--- src/hw/rtl/pdtb_pkg.sv ---
// Shared types, widths and constants of the per-device token bucket.
`default_nettype none

package pdtb_pkg;

    localparam int unsigned DEVICES_DEF = 256;
    localparam int unsigned IDX_W       = 8;
    localparam int unsigned TIME_W      = 64;
    localparam int unsigned TOK_W       = 26;
    localparam int unsigned CFG_W       = 16;
    localparam int unsigned PROD_W      = TOK_W + CFG_W;
    localparam int unsigned ENTRY_W     = TOK_W + TIME_W;
    localparam int unsigned MILLI       = 1000;

    localparam logic [CFG_W-1:0] BURST_RST = 16'd16;
    localparam logic [CFG_W-1:0] RATE_RST  = 16'd10;

    // register index, taken from paddr[2]
    localparam logic REG_BURST = 1'b0;
    localparam logic REG_RATE  = 1'b1;

    typedef enum logic [2:0] {
        ST_CLEAR,
        ST_IDLE,
        ST_READ,
        ST_DELTA,
        ST_FILL
    } t_state;

    function automatic int unsigned addr_w(input int unsigned depth);
        return (depth > 1) ? $clog2(depth) : 1;
    endfunction

endpackage

`default_nettype wire

--- src/hw/rtl/pdtb_ram.sv ---
// Generic single-port synchronous RAM with registered read.
`default_nettype none

module pdtb_ram
    import pdtb_pkg::*;
#(
    parameter int unsigned WIDTH = 8,
    parameter int unsigned DEPTH = 16
) (
    input  wire logic                      i_clk,
    input  wire logic                      i_we,
    input  wire logic [addr_w(DEPTH)-1:0]  i_addr,
    input  wire logic [WIDTH-1:0]          i_wdata,
    output logic      [WIDTH-1:0]          o_rdata
);

    logic [WIDTH-1:0] r_mem [DEPTH];

    always_ff @(posedge i_clk) begin
        if (i_we) begin
            r_mem[i_addr] <= i_wdata;
        end
        o_rdata <= r_mem[i_addr];
    end

endmodule

`default_nettype wire

--- config.mk ---
export PLATFORM = sky130hd
export DESIGN_NAME = pdtb_ram
export DESIGN_NICKNAME = d
export VERILOG_FILES = /design/src/hw/rtl/pdtb_pkg.sv /design/src/hw/rtl/pdtb_ram.sv
export SDC_FILE = /design/constraint.sdc
export NUM_CORES = 1
export LEC_CHECK = 0
export BUFFER_PORTS_ARGS = -buffer_cell sky130_fd_sc_hd__buf_2
export CORE_ASPECT_RATIO = 1.5
export CORE_MARGIN = 2
export CORE_UTILIZATION = 33
export DETAILED_ROUTE_END_ITERATION = 7
export GPL_TIMING_DRIVEN = 0
export SETUP_SLACK_MARGIN = 0.05
export SYNTH_ARGS = -nofsm -noshare
export SYNTH_HDL_FRONTEND = slang
export SYNTH_SLANG_ARGS = --single-unit
--- constraint.sdc ---
create_clock -name i_clk -period 2.2 [get_ports i_clk]
set_input_delay 0.44 -clock i_clk [delete_from_list [all_inputs] [get_ports i_clk]]
set_output_delay 0.44 -clock i_clk [all_outputs]
set_load 0.02 [all_outputs]
Yosys cells after proc, flatten, opt, wreduce, memory -nomap -nowiden
Memory sizes are Yosys's and may differ from the RTL's. A register that Yosys moved wholly into a read port is not among the register bits.
Cells that the tools add are included.
Cells by class
  multiplexer cells: 2
  eq/ne operators: 0
  magnitude comparators: 0
  shift operators: 0
  add/subtract/negate cells: 0
  reductions and logical operators: 0
  divide/modulo/power cells: 0
  $mul: 0
  bitwise gates (word level): 0
Operators with widths (count)
  $mux W1: 2
Word-level totals
  bits in read-only memories: 0
  output and inout bits: 8
  input bits: 14
  latch bits: 0
  word-level logic and storage cells: 3
  memory bits (writable): 128
  register bits: 0
  memories kept: 1
Memory list
  r_mem: depth 16, bits a word 8, rd ports 1, clocked after memory_dff 1, write ports 1, RTL line pdtb_ram.sv:17  | logic [WIDTH-1:0] r_mem [DEPTH];

Depth between registers and ports, before layout
  depth after elaboration: 2
  gate-level depth with buffers: 5
  depth with buffers taken out: 3

Worst setup path before layout
No wires, ideal clock.
  path kind: input -> register
  start: in i_addr[2]
  end: mem r_mem[0][0], enable pin
  data required time: 1.817 ns
  stages on the path: 2
  setup time: 0.383 ns
  path slack: 0.267 ns
  path buffers: 0
  data arrival time: 1.550 ns
  cell sequence: or3b_2 > nor3_1
RTL lines
  start: declaration: RTL line pdtb_ram.sv:12  | input wire logic [addr_w(DEPTH)-1:0] i_addr,
  end: declaration: RTL line pdtb_ram.sv:17
No word-level cell before the write port.

Worst setup path after layout
  start: in i_addr[1]
  end: mem r_mem[2][6], enable pin
No word-level cell before the write port.

==> metrics.txt <==
Final nets 282; initial antenna violation count 0; dominant cell type by area after synthesis edfxtp_1; worst-path maximum fanout 10; via count roughly 2300; Setup CP Type primary input to register; filler cell count 1325; async set or reset register ratio after synthesis 0; die span in y ~160 um; Avg WL per Cell 20.55 um; first-pass GRT wire length around 15000 um; CTS tree done; post-CTS sizing 0; max-cap violation count 0; Worst slew margin 0.1526; Startpoint Class primary input; status completed; Crit path depth 4; DR DRC count 0; Routed Wire Length 9884 um; clock sinks 136; setup TNS 0 ns; vias in the first global route 2437; Clock Tree Buf Depth 2; reg2reg path depth 3; crit path capture r_mem[2][6]$_DFFE_PP_; # rows 55; R2R Setup Slk a little over 0.8 ns; clock skew 0.007769 ns; sequential fraction of the synthesis area 0.7901; final worst slack 0.1634 ns; Buf+Inv Stages, Crit Path 2; EDFF count, synth about 130; yosys warns 0; number of port buffers 19; Final Hold Fails 0; fmax just under 500 MHz; Largest delay share family, worst path simple AND/OR/NAND/NOR gates; Final HPWL DP 6553 um; share of layout cells above drive strength 1 0.3025; area grow syn2layout 17.68%; # hold bufs at CTS 0; netlist area before placement 0.005067 mm^2; critical path arrival 2.06 ns; crit end category register; Syn Nets 244; Pre-antenna DRT Iters 4; worst setup path startpoint i_addr[1]; Slew @ Worst Pin 1.261 ns; Area contributors post-synth edfxtp_1, mux4_2, dfxtp_1, a22oi_1, nor2_1; worst r2r src r_mem[11][5]$_DFFE_PP_; Post-Synthesis Cells between 200 and 250; endpoint of the worst register-to-register path o_rdata[5]$_DFF_P_; H-tree depth 4; pin count of the biggest net entering global routing 17; worst IR drop on VDD 528.1 uV; Distinct cells, synth 18; io pins 22; top post-synthesis cells by count edfxtp_1, mux4_2, a22oi_1, nor2_1, nand2_1; Static Leak 1.916 nW; hold depth 1; ys flop type edfxtp_1; most common cell in the netlist edfxtp_1; number of synthesized register bits 136; crit path max-delay cell type nor2_1; Placer Congestion just over 0.8; clk slew on worst S/H paths 0.06 ns; die area 0.01638 mm^2; max-slew violation count 0; Initial Utilization 0.3362; Final min period between 2 and 2.5 ns; Final Core Density 0.3957; Clock Latency Late Sink 0.40 ns; worst min-delay path class primary input to register; final setup fails 0; Place WS -0.3576 ns; via/cell ratio 4.794; final period utilization 0.9257; die width around 110 um; TritonCTS buffer count 17; power per cell area 969.2 mW/mm^2; postcts setup bufs 0; crit-path max cell delay 0.70 ns; Root Buffer clkbuf_16; CP required about 2.2 ns; drt first-iter violations between 200 and 250; Cell Chain, Critical Path buf_2 > buf_1 > nand2b_1 > nor2_1; Antenna Nets Post-Route 0; Total GRT Usage 0.1300; Core Box Area 0.01507 mm^2; grt ovf 0; RSZ-0062 raised after global routing yes; Syn Area/Cell 22.03 um^2; top cell type's share of synthesized area 0.7585
[layer usage]
metal  track usage  vias to the layer above  part of all wire
met4       0.05524                        0             0.016
met5             0                        -                 0
met1        0.1455                     1190              0.38
li1              -                     1041                 -
met2        0.2286                       67              0.55
met3       0.03968                        8             0.051
[where the power goes]
| part | leakage (nW) | total, mW | internal [mW] | switching (mW) |
|---|---|---|---|---|
| Sequential | 1.22 | 2.91 | 2.90 | 0.0136 |
| Combinational | 0.418 | 0.290 | 0.110 | 0.181 |
| Clock | 0.274 | 2.58 | 1.61 | 0.967 |
[how the worst min path moves through the flow]
stage	from	endpoint	slack, ns
after floorplan	i_wdata[0]	r_mem[0][0]$_DFFE_PP_	0.54
after global placement	r_mem[6][1]$_DFFE_PP_	o_rdata[1]$_DFF_P_	0.67
after detailed placement	r_mem[4][1]$_DFFE_PP_	o_rdata[1]$_DFF_P_	0.69
after CTS	i_wdata[6]	r_mem[7][6]$_DFFE_PP_	0.44
after global routing	i_wdata[2]	r_mem[4][2]$_DFFE_PP_	0.44
final	i_wdata[0]	r_mem[8][0]$_DFFE_PP_	0.44
[per-stage QoR]
stage	hold WS (ns)	area, um^2	power [mW]	cells
2_1_floorplan	0.5389	5067	3.134	230
3_3_place_gp	0.6692	5411	3.251	448
3_5_place_dp	0.6895	5411	3.262	448
4_1_cts	0.4363	5956	5.818	480
5_1_grt	0.4405	5961	5.970	480
6_report	0.4417	5963	5.779	481
[final cells by class]
| cell class | instances | area (um^2) | area share |
|---|---|---|---|
| Buffer | 11 | 60.06 | 0.01007 |
| Sequential cell | 136 | 4004 | 0.6714 |
| Tap cell | 199 | 249.0 | 0.04175 |
| Timing Repair Buffer | 19 | 95.09 | 0.01595 |
| Clock inverter | 9 | 75.07 | 0.01259 |
| Clock buffer | 23 | 469.2 | 0.07868 |
| Antenna cell | 1 | 2.502 | 0.0004196 |
| Multi-Input combinational cell | 83 | 1008 | 0.1691 |
[worst register-to-register path, delay by kind of cell, from the launching register on]
kind            cells  cell delay, ns
simple gates        1            0.09
mux                 1            0.52
flops               1            0.36
compound gates      1            0.29
[state kept, by name, summed over array words and instances, names as in the netlist]
signal and count:
o_rdata 8, r_mem 128
[logic make-up (layout without fill, tap and decap cells)]
logic type,Yosys count,in the layout,share of synthesized area
flip-flops,136,136,0.7901
AND/OR/NAND/NOR,35,35,0.03210
multiplexers,32,32,0.1422
AO/OA/AOI/OAI,16,16,0.02370
buffers and inverters,11,62,0.01185
other,0,1,0
[placed cells by master (no fill, tap or decap)]
cell type | netlist | layout
inv_4 | 0 | 1
buf_2 | 2 | 21
clkinv_4 | 0 | 1
or3b_2 | 1 | 1
nand3_1 | 1 | 1
and2_1 | 1 | 1
nor3_1 | 4 | 3
clkbuf_1 | 2 | 7
a22oi_1 | 16 | 16
clkbuf_16 | 0 | 18
bufinv_16 | 0 | 1
edfxtp_1 | 128 | 128
nor2b_1 | 2 | 2
diode_2 | 0 | 1
nand2b_1 | 2 | 2
clkbuf_2 | 1 | 1
buf_1 | 4 | 4
nand2_1 | 9 | 9
mux4_2 | 32 | 32
dfxtp_1 | 8 | 8
buf_6 | 2 | 2
nor3_2 | 0 | 1
clkinv_2 | 0 | 6
nand3b_1 | 2 | 2
nor2_1 | 13 | 13
Note: power is estimated with default switching activity, not from simulation.
